[src/hdl/lsq_pkg.sv]
package lsq_pkg;

    // Width of the centroid numerator: 16*sum(pos) - offset*count
    localparam int ACC_W = 17;
    localparam int ERR_W = 13;
    localparam int CNT_W = 4;
    localparam int LOST_W = 16;

    // Register indexes of the configuration port
    localparam logic [2:0] CFG_BLACK_HIGH = 3'd0;
    localparam logic [2:0] CFG_REVERSE    = 3'd1;
    localparam logic [2:0] CFG_MAJORITY   = 3'd2;
    localparam logic [2:0] CFG_MIN_COUNT  = 3'd3;
    localparam logic [2:0] CFG_MIN_RUN    = 3'd4;
    localparam logic [2:0] CFG_CONFIRM    = 3'd5;
    localparam logic [2:0] CFG_POSITIONS  = 3'd6;
    localparam logic [2:0] CFG_CENTER     = 3'd7;

    // Center channels that a marker must cover
    localparam logic [7:0] CENTER_BITS = 8'h18;
    localparam logic [LOST_W-1:0] LOST_MAX = 16'hFFFF;
    localparam logic signed [ERR_W-1:0] ERR_MAX = 13'sd4095;
    localparam logic signed [ERR_W-1:0] ERR_MIN = -13'sd4096;

    // Totals collected by the serial channel scan
    typedef struct packed {
        logic [CNT_W-1:0]        count;
        logic [CNT_W-1:0]        longest;
        logic signed [ACC_W-1:0] sum;
    } scan_res_t;

endpackage

[src/hdl/lsq_scan.sv]
module lsq_scan
    import lsq_pkg::*;
#(
    parameter int SENSOR_COUNT = 8
)
(
    input  logic             clk,
    input  logic             rst_n,
    input  logic             start,
    input  logic [7:0]       mask,
    input  logic [63:0]      positions,
    input  logic [11:0]      center_offset,
    output logic             done,
    output scan_res_t        res
);

    localparam int STEP_W = $clog2(SENSOR_COUNT);
    localparam logic [STEP_W-1:0] LAST_STEP = STEP_W'(SENSOR_COUNT - 1);

    logic                    busy_reg;
    logic                    done_reg;
    logic [STEP_W-1:0]       step_reg;
    logic [7:0]              mask_reg;
    logic [63:0]             pos_reg;
    logic [11:0]             offset_reg;
    logic [CNT_W-1:0]        count_reg;
    logic [CNT_W-1:0]        run_reg;
    logic [CNT_W-1:0]        longest_reg;
    logic signed [ACC_W-1:0] sum_reg;

    logic [CNT_W-1:0]        run_next;
    logic signed [ACC_W-1:0] term;

    // Position of this channel in sixteenths, less the center offset
    always_comb
    begin
        run_next = run_reg + CNT_W'(1);
        term = $signed({{5{pos_reg[7]}}, pos_reg[7:0], 4'b0000})
             - $signed({{5{offset_reg[11]}}, offset_reg});
    end

    // Walk the channels one per cycle, channel 0 first
    always_ff @(posedge clk or negedge rst_n)
    begin
        if (!rst_n)
        begin
            busy_reg <= 1'b0;
            done_reg <= 1'b0;
            step_reg <= '0;
        end
        else
        begin
            done_reg <= 1'b0;
            if (start)
            begin
                busy_reg <= 1'b1;
                step_reg <= '0;
            end
            else if (busy_reg)
            begin
                step_reg <= step_reg + STEP_W'(1);
                if (step_reg == LAST_STEP)
                begin
                    busy_reg <= 1'b0;
                    done_reg <= 1'b1;
                end
            end
        end
    end

    // Shift the mask and position bytes, accumulate totals
    always_ff @(posedge clk)
    begin
        if (start)
        begin
            mask_reg    <= mask;
            pos_reg     <= positions;
            offset_reg  <= center_offset;
            count_reg   <= '0;
            run_reg     <= '0;
            longest_reg <= '0;
            sum_reg     <= '0;
        end
        else if (busy_reg)
        begin
            mask_reg <= {mask_reg[6:0], 1'b0};
            pos_reg  <= {8'h00, pos_reg[63:8]};
            if (mask_reg[7])
            begin
                count_reg <= count_reg + CNT_W'(1);
                run_reg   <= run_next;
                sum_reg   <= sum_reg + term;
                if (run_next > longest_reg)
                begin
                    longest_reg <= run_next;
                end
            end
            else
            begin
                run_reg <= '0;
            end
        end
    end

    assign done        = done_reg;
    assign res.count   = count_reg;
    assign res.longest = longest_reg;
    assign res.sum     = sum_reg;

endmodule

[src/hdl/lsq_div.sv]
module lsq_div
    import lsq_pkg::*;
(
    input  logic                    clk,
    input  logic                    rst_n,
    input  logic                    start,
    input  logic signed [ACC_W-1:0] num,
    input  logic [CNT_W-1:0]        den,
    output logic                    done,
    output logic signed [ERR_W-1:0] quot
);

    localparam int MAG_W = ACC_W - 1;

    logic               busy_reg;
    logic               done_reg;
    logic [3:0]         step_reg;
    logic [MAG_W-1:0]   mag_reg;
    logic [CNT_W-1:0]   rem_reg;
    logic [CNT_W-1:0]   den_reg;
    logic               neg_reg;

    logic [ACC_W-1:0]        num_abs;
    logic [CNT_W-1:0]        trial;
    logic                    fits;
    logic signed [ACC_W-1:0] qv;

    // Restoring step: one quotient bit per cycle
    always_comb
    begin
        num_abs = num[ACC_W-1] ? ACC_W'(-num) : ACC_W'(num);
        trial   = {rem_reg[CNT_W-2:0], mag_reg[MAG_W-1]};
        fits    = trial >= den_reg;
    end

    always_ff @(posedge clk or negedge rst_n)
    begin
        if (!rst_n)
        begin
            busy_reg <= 1'b0;
            done_reg <= 1'b0;
            step_reg <= '0;
        end
        else
        begin
            done_reg <= 1'b0;
            if (start)
            begin
                busy_reg <= 1'b1;
                step_reg <= '0;
            end
            else if (busy_reg)
            begin
                step_reg <= step_reg + 4'd1;
                if (step_reg == 4'(MAG_W - 1))
                begin
                    busy_reg <= 1'b0;
                    done_reg <= 1'b1;
                end
            end
        end
    end

    always_ff @(posedge clk)
    begin
        if (start)
        begin
            mag_reg <= num_abs[MAG_W-1:0];
            rem_reg <= '0;
            den_reg <= den;
            neg_reg <= num[ACC_W-1];
        end
        else if (busy_reg)
        begin
            mag_reg <= {mag_reg[MAG_W-2:0], fits};
            rem_reg <= fits ? trial - den_reg : trial;
        end
    end

    // Restore the sign (truncation toward zero) and saturate
    always_comb
    begin
        qv = neg_reg ? -$signed({1'b0, mag_reg}) : $signed({1'b0, mag_reg});
        if (qv > ACC_W'(ERR_MAX))
        begin
            quot = ERR_MAX;
        end
        else if (qv < ACC_W'(ERR_MIN))
        begin
            quot = ERR_MIN;
        end
        else
        begin
            quot = qv[ERR_W-1:0];
        end
    end

    assign done = done_reg;

endmodule

[src/hdl/line_sensor_qualifier_core.sv]
// Line sensor qualifier.
// s_tdata carries one raw scan of the sensors (bit 7 is channel 0); a scan is
// taken on a transfer with s_tvalid and s_tready high. The cfg channel writes
// one register per transfer (cfg_index, cfg_data); cfg_ready is always high
// and registers should only change while no scan is in progress.
// m_tdata carries one result per scan: filtered mask, active count, marker
// flag, line-valid flag, line error and lost count.
// Timing: the mask is walked one channel per cycle through a shift register.
// When the line is valid (some channel active, no confirmed marker) the
// centroid is divided by the active count in a bit-serial divider. The
// result is then loaded into the output register, and s_tready returns in
// the same cycle that m_tvalid rises for that result.
// A result waiting in the output register does not block the next scan; the
// next result waits until the previous one is transferred.
// Reset restores register defaults, clears the scan history, the marker
// counters, the lost count and the held line error, and drops m_tvalid.
module line_sensor_qualifier_core
    import lsq_pkg::*;
#(
    parameter int SENSOR_COUNT = 8
)
(
    input  logic        clk,
    input  logic        rst_n,
    input  logic        s_tvalid,
    output logic        s_tready,
    input  logic [7:0]  s_tdata,   // [7:0] raw_levels
    output logic        m_tvalid,
    input  logic        m_tready,
    output logic [47:0] m_tdata,   // [7:0] sensor_mask, [11:8] active_count,
                                   // [12] marker_detected, [13] line_valid,
                                   // [26:14] line_error, [42:27] lost_count
    input  logic        cfg_valid,
    output logic        cfg_ready,
    input  logic [2:0]  cfg_index,
    input  logic [63:0] cfg_data
);

    localparam logic [2:0] ST_IDLE = 3'd0;
    localparam logic [2:0] ST_SCAN = 3'd1;
    localparam logic [2:0] ST_DIV  = 3'd2;
    localparam logic [2:0] ST_FIN  = 3'd3;

    localparam logic [7:0] USED_MASK = 8'(8'hFF << (8 - SENSOR_COUNT));

    // Configuration registers
    logic        black_high_reg;
    logic        reverse_reg;
    logic        majority_reg;
    logic [3:0]  min_count_reg;
    logic [3:0]  min_run_reg;
    logic [7:0]  confirm_reg;
    logic [63:0] positions_reg;
    logic [11:0] center_reg;

    // Block state
    logic [2:0]              state_reg;
    logic [7:0]              hist0_reg;
    logic [7:0]              hist1_reg;
    logic                    filled_reg;
    logic [7:0]              hits_reg;
    logic [7:0]              clears_reg;
    logic [LOST_W-1:0]       lost_reg;
    logic signed [ERR_W-1:0] last_good_reg;

    // Per-scan results
    logic [7:0]              mask_reg;
    logic [CNT_W-1:0]        count_reg;
    logic                    det_reg;
    logic                    valid_reg;
    logic signed [ERR_W-1:0] err_reg;

    logic        out_valid_reg;
    logic [47:0] out_data_reg;

    logic              accept;
    logic [7:0]        pol;
    logic [7:0]        act;
    logic [7:0]        h0_next;
    logic [7:0]        h1_next;
    logic [7:0]        h2_next;
    logic [7:0]        mask_next;
    logic              scan_done;
    scan_res_t         scan_res;
    logic              div_start;
    logic              div_done;
    logic signed [ERR_W-1:0] div_quot;
    logic [7:0]        conf;
    logic              sig;
    logic [7:0]        clr_inc;
    logic [7:0]        hits_next;
    logic [7:0]        clears_next;
    logic              det_next;
    logic              valid_next;
    logic [LOST_W-1:0] lost_next;
    logic              out_load;

    assign accept    = s_tvalid && s_tready;
    assign s_tready  = (state_reg == ST_IDLE);
    assign cfg_ready = 1'b1;
    assign out_load  = (state_reg == ST_FIN) && (!out_valid_reg || m_tready);

    // Polarity, unused channels, optional mirror, history and majority
    always_comb
    begin
        pol = (black_high_reg ? s_tdata : ~s_tdata) & USED_MASK;
        act = '0;
        for (int i = 0; i < SENSOR_COUNT; i++)
        begin
            act[8 - SENSOR_COUNT + i] = pol[7 - i];
        end
        if (!reverse_reg)
        begin
            act = pol;
        end
        h0_next = act;
        h1_next = filled_reg ? hist0_reg : act;
        h2_next = filled_reg ? hist1_reg : act;
        if (majority_reg)
        begin
            mask_next = (h0_next & h1_next) | (h0_next & h2_next) | (h1_next & h2_next);
        end
        else
        begin
            mask_next = act;
        end
    end

    // Marker hysteresis and lost counter, evaluated when the scan finishes
    always_comb
    begin
        conf = (confirm_reg == 8'd0) ? 8'd1 : confirm_reg;
        sig  = (scan_res.count >= min_count_reg) &&
               ((mask_reg & CENTER_BITS) == CENTER_BITS) &&
               (scan_res.longest >= min_run_reg);
        clr_inc = (clears_reg < conf) ? clears_reg + 8'd1 : clears_reg;
        if (sig)
        begin
            clears_next = 8'd0;
            hits_next   = (hits_reg < conf) ? hits_reg + 8'd1 : hits_reg;
        end
        else
        begin
            clears_next = clr_inc;
            hits_next   = (clr_inc >= conf) ? 8'd0 : hits_reg;
        end
        det_next   = hits_next >= conf;
        valid_next = (scan_res.count != '0) && !det_next;
        if (scan_res.count == '0)
        begin
            lost_next = (lost_reg == LOST_MAX) ? lost_reg : lost_reg + LOST_W'(1);
        end
        else
        begin
            lost_next = '0;
        end
    end

    assign div_start = (state_reg == ST_SCAN) && scan_done && valid_next;

    lsq_scan #(
        .SENSOR_COUNT (SENSOR_COUNT)
    ) u_scan (
        .clk           (clk),
        .rst_n         (rst_n),
        .start         (accept),
        .mask          (mask_next),
        .positions     (positions_reg),
        .center_offset (center_reg),
        .done          (scan_done),
        .res           (scan_res)
    );

    lsq_div u_div (
        .clk   (clk),
        .rst_n (rst_n),
        .start (div_start),
        .num   (scan_res.sum),
        .den   (scan_res.count),
        .done  (div_done),
        .quot  (div_quot)
    );

    // Hold configuration registers
    always_ff @(posedge clk or negedge rst_n)
    begin
        if (!rst_n)
        begin
            black_high_reg <= 1'b1;
            reverse_reg    <= 1'b0;
            majority_reg   <= 1'b1;
            min_count_reg  <= 4'd5;
            min_run_reg    <= 4'd4;
            confirm_reg    <= 8'd3;
            positions_reg  <= '0;
            center_reg     <= '0;
        end
        else if (cfg_valid && cfg_ready)
        begin
            case (cfg_index)
                CFG_BLACK_HIGH: black_high_reg <= cfg_data[0];
                CFG_REVERSE:    reverse_reg    <= cfg_data[0];
                CFG_MAJORITY:   majority_reg   <= cfg_data[0];
                CFG_MIN_COUNT:  min_count_reg  <= cfg_data[3:0];
                CFG_MIN_RUN:    min_run_reg    <= cfg_data[3:0];
                CFG_CONFIRM:    confirm_reg    <= cfg_data[7:0];
                CFG_POSITIONS:  positions_reg  <= cfg_data;
                CFG_CENTER:     center_reg     <= cfg_data[11:0];
                default:        ;
            endcase
        end
    end

    // Sequence one scan: accept, walk channels, divide if the line is valid, hand off
    always_ff @(posedge clk or negedge rst_n)
    begin
        if (!rst_n)
        begin
            state_reg     <= ST_IDLE;
            hist0_reg     <= '0;
            hist1_reg     <= '0;
            filled_reg    <= 1'b0;
            hits_reg      <= '0;
            clears_reg    <= '0;
            lost_reg      <= '0;
            last_good_reg <= '0;
            out_valid_reg <= 1'b0;
        end
        else
        begin
            if (out_load)
            begin
                out_valid_reg <= 1'b1;
            end
            else if (m_tready)
            begin
                out_valid_reg <= 1'b0;
            end
            case (state_reg)
                ST_IDLE:
                begin
                    if (accept)
                    begin
                        hist0_reg  <= h0_next;
                        hist1_reg  <= h1_next;
                        filled_reg <= 1'b1;
                        state_reg  <= ST_SCAN;
                    end
                end
                ST_SCAN:
                begin
                    if (scan_done)
                    begin
                        hits_reg   <= hits_next;
                        clears_reg <= clears_next;
                        lost_reg   <= lost_next;
                        state_reg  <= valid_next ? ST_DIV : ST_FIN;
                    end
                end
                ST_DIV:
                begin
                    if (div_done)
                    begin
                        last_good_reg <= div_quot;
                        state_reg     <= ST_FIN;
                    end
                end
                ST_FIN:
                begin
                    if (out_load)
                    begin
                        state_reg <= ST_IDLE;
                    end
                end
                default:
                begin
                    state_reg <= ST_IDLE;
                end
            endcase
        end
    end

    // Per-scan payload
    always_ff @(posedge clk)
    begin
        if (accept)
        begin
            mask_reg <= mask_next;
        end
        if ((state_reg == ST_SCAN) && scan_done)
        begin
            count_reg <= scan_res.count;
            det_reg   <= det_next;
            valid_reg <= valid_next;
            err_reg   <= last_good_reg;
        end
        if ((state_reg == ST_DIV) && div_done)
        begin
            err_reg <= div_quot;
        end
        if (out_load)
        begin
            out_data_reg <= {5'b00000, lost_reg, err_reg, valid_reg, det_reg,
                             count_reg, mask_reg};
        end
    end

    assign m_tvalid = out_valid_reg;
    assign m_tdata  = out_data_reg;

`ifndef ASSERT_OFF
    a_marker_holds_error: assert property (@(posedge clk) disable iff (!rst_n)
        m_tvalid |-> !(m_tdata[12] && m_tdata[13]))
        else $error("line_valid set with a confirmed marker");

    a_valid_needs_line: assert property (@(posedge clk) disable iff (!rst_n)
        (m_tvalid && m_tdata[13]) |-> (m_tdata[11:8] != 4'd0))
        else $error("line_valid set with no active sensor");

    a_count_matches_mask: assert property (@(posedge clk) disable iff (!rst_n)
        m_tvalid |-> ($countones(m_tdata[7:0]) == int'(m_tdata[11:8])))
        else $error("active_count disagrees with sensor_mask");

    a_lost_clears: assert property (@(posedge clk) disable iff (!rst_n)
        (m_tvalid && (m_tdata[11:8] != 4'd0)) |-> (m_tdata[42:27] == 16'd0))
        else $error("lost_count nonzero while a sensor is active");

    a_divider_after_scan: assert property (@(posedge clk) disable iff (!rst_n)
        div_start |=> (state_reg == ST_DIV))
        else $error("divider started outside the divide step");
`endif

endmodule
[config.mk]
export PLATFORM = sky130hd
export DESIGN_NAME = line_sensor_qualifier_core
export DESIGN_NICKNAME = d
export VERILOG_FILES = /design/src/hdl/lsq_pkg.sv /design/src/hdl/lsq_scan.sv /design/src/hdl/lsq_div.sv /design/src/hdl/line_sensor_qualifier_core.sv
export SDC_FILE = /design/constraint.sdc
export NUM_CORES = 1
export LEC_CHECK = 0
export BUFFER_PORTS_ARGS = -buffer_cell sky130_fd_sc_hd__buf_2
export CORE_MARGIN = 1
export CORE_UTILIZATION = 30
export DETAILED_ROUTE_END_ITERATION = 8
export HOLD_SLACK_MARGIN = 0.1
export PLACE_DENSITY = 0.47
export REMOVE_ABC_BUFFERS = 1
export SLEW_MARGIN = 15
export SYNTH_ARGS = -nofsm -noshare
export SYNTH_HDL_FRONTEND = slang
export SYNTH_SLANG_ARGS = --single-unit
[constraint.sdc]
create_clock -name clk -period 14.3 [get_ports clk]
set_input_delay 0.715 -clock clk [delete_from_list [all_inputs] [get_ports clk]]
set_output_delay 0.715 -clock clk [all_outputs]
set_load 0.05 [all_outputs]
======== Yosys cells after proc, flatten, opt, wreduce, memory -nomap -nowiden ========
Index checks and enable logic that the tools add are counted.
storage, ports and cells
  input port bits ......................... 80
  bits in latches ......................... 0
  logic and storage cells ................. 173
  flip-flop bits (word level) ............. 379
  ROM bits ................................ 0
  memories kept ........................... 0
  memory bits (writable) .................. 0
  output and inout bits ................... 51
operators by class
  add/sub/neg operators ................... 12
  multiplexer cells ....................... 51
  $lt $le $gt $ge ......................... 10
  bitwise operators ....................... 6
  divide/modulo/power cells ............... 0
  equal/unequal tests ..................... 19
  shifts and indexed selects .............. 0
  reduce and logical (&&, ||, !) cells .... 35
  $mul .................................... 0
operators by type and width
  operator               count
  $mux 64                2
  $mux 8                 13
  $mux 16                5
  $mux 13                4
  $and 8x8->8            3
  $reduce_and 2->1       12
  $mux 3                 7
  $add 17x13->17         1
  $gt 17x13->1 const B   1
  $lt 17x13->1 const B   1
  $mux 17                1
  $neg 16->17            1
  $add 16x1->16 const B  1
  $add 8x1->8 const B    2
  $eq 16x16->1 const B   1
  $ge 8x8->1             2
  $lt 8x8->1             2
  $neg 16->16            1
  $or 8x8->8             2
  $eq 3x3->1 const B     5
  $mux 1                 15
  $sub 12x12->13         1
  $add 4x1->4 const B    3
  $eq 3x2->1 const B     4
  22 further kinds       43

======== Longest topological paths before layout ========
  depth in word-level cells ............... 13
  mapped depth ............................ 28
  mapped depth without buffers ............ 26

======== By module ========
A second synthesis with hierarchy kept.
unflattened totals
  cell total of the unflattened synthesis .. 1512
  area, all modules ....................... 18353.9 sq um
modules (own cells, without submodules)
  module                      area an instance (sq um)  sequential area each (sq um)  times used  cells each
  line_sensor_qualifier_core  10324.9                   6114.6                        1           810
  lsq_scan                    5952.0                    3228.1                        1           478
  lsq_div                     2077.0                    840.8                         1           224

======== Worst setup path before layout ========
No wires, ideal clock.
  path type ............................... register -> register
  start point ............................. register clears_reg[7]
  end point ............................... register u_div.mag_reg[11] (data pin)
  arrival time ............................ 6.115 ns
  buffers on the path ..................... 3
  stages on the path, launching flop included .. 28
  setup slack ............................. 7.905 ns
  setup time .............................. 0.279 ns
  clock period less this slack ............ 6.395 ns
  data required time ...................... 14.021 ns
  cells stage by stage .................... dfrtp_1 > ha_1 > or4_1 > a21oi_1 > o21ai_0 > o22ai_1 > and4_1 > clkbuf_1 > nand3_1 > xnor2_1 > ha_1 > a21o_1 > a21oi_1 > o21ai_0 > a21o_1 > nor2b_1 > or3_1 > a21boi_0 > ha_1 > nand2b_1 > a21o_1 > a21oi_1 > o21ai_0 > o41a_1 > nor3_1 > clkbuf_1 > clkbuf_1 > a21oi_1
between the ends
  word-level cells in the longest chain between the ends .. 10
  elaborated cells between the ends (all ways) .. 11
  those cells by class .................... add/sub (1); order compare (3); mux (4); reduce/logical (3)
RTL lines
  element                                    line                               RTL
  from (decl)                                line_sensor_qualifier_core.sv:62   logic [7:0] clears_reg;
  from (signal assigned)                     line_sensor_qualifier_core.sv:255  clears_reg <= clears_next;
  $add 8x1->8 or $lt 8x8->1 (tied branches)  line_sensor_qualifier_core.sv:136  clr_inc = (clears_reg < conf) ? clears_reg + 8'd1 : clears_reg;
  $mux 8 (*)                                 line_sensor_qualifier_core.sv:136
  $ge 8x8->1 (*)                             line_sensor_qualifier_core.sv:145  hits_next = (clr_inc >= conf) ? 8'd0 : hits_reg;
  $mux 8 (*)                                 line_sensor_qualifier_core.sv:145
  $mux 8 (*)                                 line_sensor_qualifier_core.sv:137  if (sig)
  $ge 8x8->1 (*)                             line_sensor_qualifier_core.sv:147  det_next = hits_next >= conf;
  named net det_next                         line_sensor_qualifier_core.sv:93   logic det_next;
  $logic_not 1->1 (*)                        line_sensor_qualifier_core.sv:148  valid_next = (scan_res.count != '0) && !det_next;
  $logic_and 1x1->1 (*)                      line_sensor_qualifier_core.sv:148
  $logic_and 1x1->1 (*)                      line_sensor_qualifier_core.sv:159  assign div_start = (state_reg == ST_SCAN) && scan_done && valid_next;
  named net div_start                        line_sensor_qualifier_core.sv:85   logic div_start;
  $mux 16 (*)                                lsq_div.sv:66                      if (start)
  to (signal assigned)                       lsq_div.sv:68                      mag_reg <= num_abs[MAG_W-1:0];
  to (signal assigned)                       lsq_div.sv:75                      mag_reg <= {mag_reg[MAG_W-2:0], fits};
  to (decl)                                  lsq_div.sv:18                      logic [MAG_W-1:0] mag_reg;
Mark *: on every way through the listed nets, which the timed path passes. The rest lies on a longest branch.
A chain may end at the register's enable or synchronous reset.

======== Final worst setup path ========
  start point ............................. register confirm_reg[7]
  end point ............................... register u_div.mag_reg[13] (enable)
between the ends
  word-level cells in the longest chain between the ends .. 12
  elaborated cells between the ends (all ways) .. 14
  those cells by class .................... order compare (4); mux (5); reduce/logical (5)
RTL lines
  element                          line                               RTL
  from (decl)                      line_sensor_qualifier_core.sv:52   logic [7:0] confirm_reg;
  from (signal assigned)           line_sensor_qualifier_core.sv:206  CFG_CONFIRM: confirm_reg <= cfg_data[7:0];
  $logic_not 8->1                  line_sensor_qualifier_core.sv:132  conf = (confirm_reg == 8'd0) ? 8'd1 : confirm_reg;
  $mux 8 (*)                       line_sensor_qualifier_core.sv:132
  $lt 8x8->1                       line_sensor_qualifier_core.sv:136
  $mux 8                           line_sensor_qualifier_core.sv:136
  $ge 8x8->1                       line_sensor_qualifier_core.sv:145
  $mux 8                           line_sensor_qualifier_core.sv:145
  $mux 8                           line_sensor_qualifier_core.sv:137
  $ge 8x8->1 (*)                   line_sensor_qualifier_core.sv:147
  named net det_next               line_sensor_qualifier_core.sv:93
  $logic_not 1->1 (*)              line_sensor_qualifier_core.sv:148
  $logic_and 1x1->1 (*)            line_sensor_qualifier_core.sv:148
  $logic_and 1x1->1 (*)            line_sensor_qualifier_core.sv:159
  $reduce_bool 2->1 (no line) (*)  --
Marks and branches as above.

==> results.yml <==
outcome:
  status: "finished, final reports clean"
power_and_ir_drop:
  leakage_nw: 9.24
  seqPwrFrac: 0.396
  internal_power_mw: 2.80
  pwr_density_cell_nw_per_um2: 208
  p_sw_mw: 1.54
  pwr-share-clk: 0.260
  peakVddDrop_mv: 0.0857
  swShare: 0.355
  combinationalPowerShare: 0.344
grt:
  grt_pass1_vias: 11800
  grt_pass1_wl_mm: 63.4
  grt-ovfl-total: 0
  grtUsageTotal: 0.132
  antenna_found_initial: 10
  grt_max_degree: 73
drt:
  drc: 0
  drtIter0Drc: 478
  dr.pass1.iters: 5
  ant_nets: 0
  wl_per_cell_um: 15.3
  viasPerCell: 4.61
  drt_wl_total_mm: 38.9
  vias: 11700
timing:
  fin_worst_skew_ps: 26.2
  final-setup-viol-count: 0
  slew_violations: 0
  timing.fmax_mhz: 141
  min_period_ps: 7110
  rsz0062_at_grt: "no"
  final-hold-violation-count: 0
  worst_slew_pin_slew_ps: 1020
  fin_setup_tns_ps: 0
  period_share: 0.497
  max_slew_margin: 0.317
setup_path:
  critPathLaunchType: "flip-flop"
  critPathKind: "flip-flop to flip-flop"
  worstPathRequired_ps: 14520
  arrival_ps: 7330
  path_max_fanout: 42
  end_kind: "flip-flop"
clock_network:
  cts-root-buf: "clkbuf_16"
  clock_latency_ps: 580
  cts_sinks: 378
  post_cts_buffers: 0
  cts_resized: 0
  numCtsBuffers: 45
  clkTransAtPathRegs_ps: 60
  holdBufCountCts: 0
  htreeDepth: 2
  clock_path_buffers: 3
  cts_tree: "built"
floorplan:
  ioPinCount: 131
  start_util: 0.304
  die-area_sq_um: 60800
  coreArea_sq_um: 59000
  die_width_um: 246
  rows: 89
  dieHeight_um: 246
logic_synthesis:
  synth_flop_cell: "edfxtp_1"
  synth_area_sq_um: 17900
  syn_area_per_cell_sq_um: 11.1
  netlist-cell-type-count: 65
  synth_seq_cells: 378
  yosysTopAreaCell: "edfxtp_1"
  synth_edf_count: 175
  ys_top_cells_by_area: "edfxtp_1, dfrtp_1, mux2_2"
  async_flop_share: 0.452
  synth_top_area_frac: 0.293
  ys.warnings.count: 0
  synth-seq-area-share: 0.568
  synthCells: 1609
place:
  globalplace.congestion: 0.809
  hpwl_mm: 26.0
  port_buffers: 124
flow_run:
  cap_violations: 0
layout:
  post-route-util: 0.353
  fillerInstances: 6000
  layout-drive-gt1-share: 0.180
  nets: 1906
  area_growth_pct: 16.3
hold_path:
  hold_class: "primary input to async pin"
-- cells in the mapped netlist, types with 10 or more instances --
library cell	count
and3_1	13
nand2_1	289
mux2i_1	20
xor2_1	31
a21oi_1	57
nand2b_1	10
xnor2_1	48
nor3_1	15
ha_1	80
o21a_1	10
clkbuf_1	53
edfxtp_1	175
or3_1	12
o31ai_1	13
a211o_1	13
inv_1	94
o21ai_0	66
fa_1	14
dfrtp_1	164
nor2_1	126
mux2_2	98
dfxtp_1	32
nand3_1	26
nand4_1	22
a21o_1	21
-- layout by cell type (no fill, tap or decap), drive strengths merged, types with 15 or more instances in the layout --
cell    synthesis  routed
nand2         289     289
edfxtp        175     175
dfrtp         164     164
buf            10     135
nor2          126     126
mux2           98      98
inv            95      96
ha             80      80
o21ai          69      69
clkbuf         53      64
a21oi          58      58
xnor2          48      48
dfxtp          32      32
xor2           31      31
nand3          26      26
nand4          22      22
a21o           21      21
mux2i          20      20
nor3           15      15
-- area by class of cell --
cell class,count,area [sq um],share of cell area
timing repair buffer,135,709,0.0340
sequential,378,10200,0.488
multi-input combinational,1077,7170,0.344
clock inverter,20,229,0.0110
clock buffer,64,1240,0.0593
tap,773,967,0.0464
inverter,95,359,0.0172
antenna,4,10.0,0.000480
-- path summary, 6_finish.rpt --
path / slack (ps) / startpoint / cells past startpoint / to
min reg2reg: 420 / err_reg[5] / 0 / m_tdata[19]
max reg2reg: 7190 / confirm_reg[7] / 26 / u_div.mag_reg[13]
min in group clk: 360 / cfg_data[43] / 2 / positions_reg[43]
max in group asynchronous: 12780 / rst_n / 2 / last_good_reg[10]
min: 130 / rst_n / 1 / reverse_reg
max: 7190 / confirm_reg[7] / 26 / u_div.mag_reg[13]
-- per-layer routing --
metal	part of all wire	up-vias	track usage
met3	0.052	69	0.0339
met2	0.46	171	0.211
met5	0.0018	-	0
met1	0.47	5651	0.172
li1	-	5828	-
met4	0.023	10	0.0428
-- power groups by stage --
stage,registers (mW),clock network [mW],logic [mW]
6_report,1.72,1.13,1.50
5_1_grt,1.76,1.22,1.72
4_1_cts,1.72,1.17,1.53
3_5_place_dp,1.74,0,1.52
3_3_place_gp,1.74,0,1.50
2_1_floorplan,1.78,0,1.09
-- stage by stage --
| step | area, sq um | hold slack (ps) | worst slack, ps | total power, mW | instances |
|---|---|---|---|---|---|
| after floorplan | 17700 | 400 | 6010 | 2.87 | 1550 |
| after global placement | 19400 | 401 | 7300 | 3.23 | 2458 |
| after detailed placement | 19400 | 406 | 7200 | 3.26 | 2458 |
| after CTS | 20900 | 114 | 7160 | 4.42 | 2542 |
| after global routing | 20900 | 150 | 6750 | 4.70 | 2545 |
| final | 20900 | 126 | 7190 | 4.34 | 2546 |
-- cell families (layout without fill, tap and decap cells) --
| logic type | Yosys count | after routing | share of synthesized area |
|---|---|---|---|
| xor+xnor | 79 | 79 | 0.0386 |
| simple gates | 550 | 550 | 0.133 |
| other cells | 2 | 10 | 0.000419 |
| fa+ha+maj | 94 | 94 | 0.0715 |
| buf+inv | 158 | 314 | 0.0344 |
| compound gates | 230 | 230 | 0.0814 |
| mux | 118 | 118 | 0.0727 |
| flops | 378 | 378 | 0.568 |
-- critical path: stages, from the launching register on --
cell and delay (ps):
dfrtp_1 370, inv_1 130, ha_1 220, or4_1 530, a21oi_1 140, o21ai_0 90, o22ai_1 620, and4_1 470
nand3_1 160, xnor2_1 150, ha_1 290, a21o_1 160, a21oi_1 120, o21ai_0 100, a21o_1 200, nor2b_1 160
or3_1 380, a21boi_0 130, ha_1 290, nand2b_1 140, a21o_1 170, a21oi_1 140, o21ai_0 110, o41a_1 420
nor3_2 200, buf_4 410, or2_2 430
(Power assumes the default switching activity.)
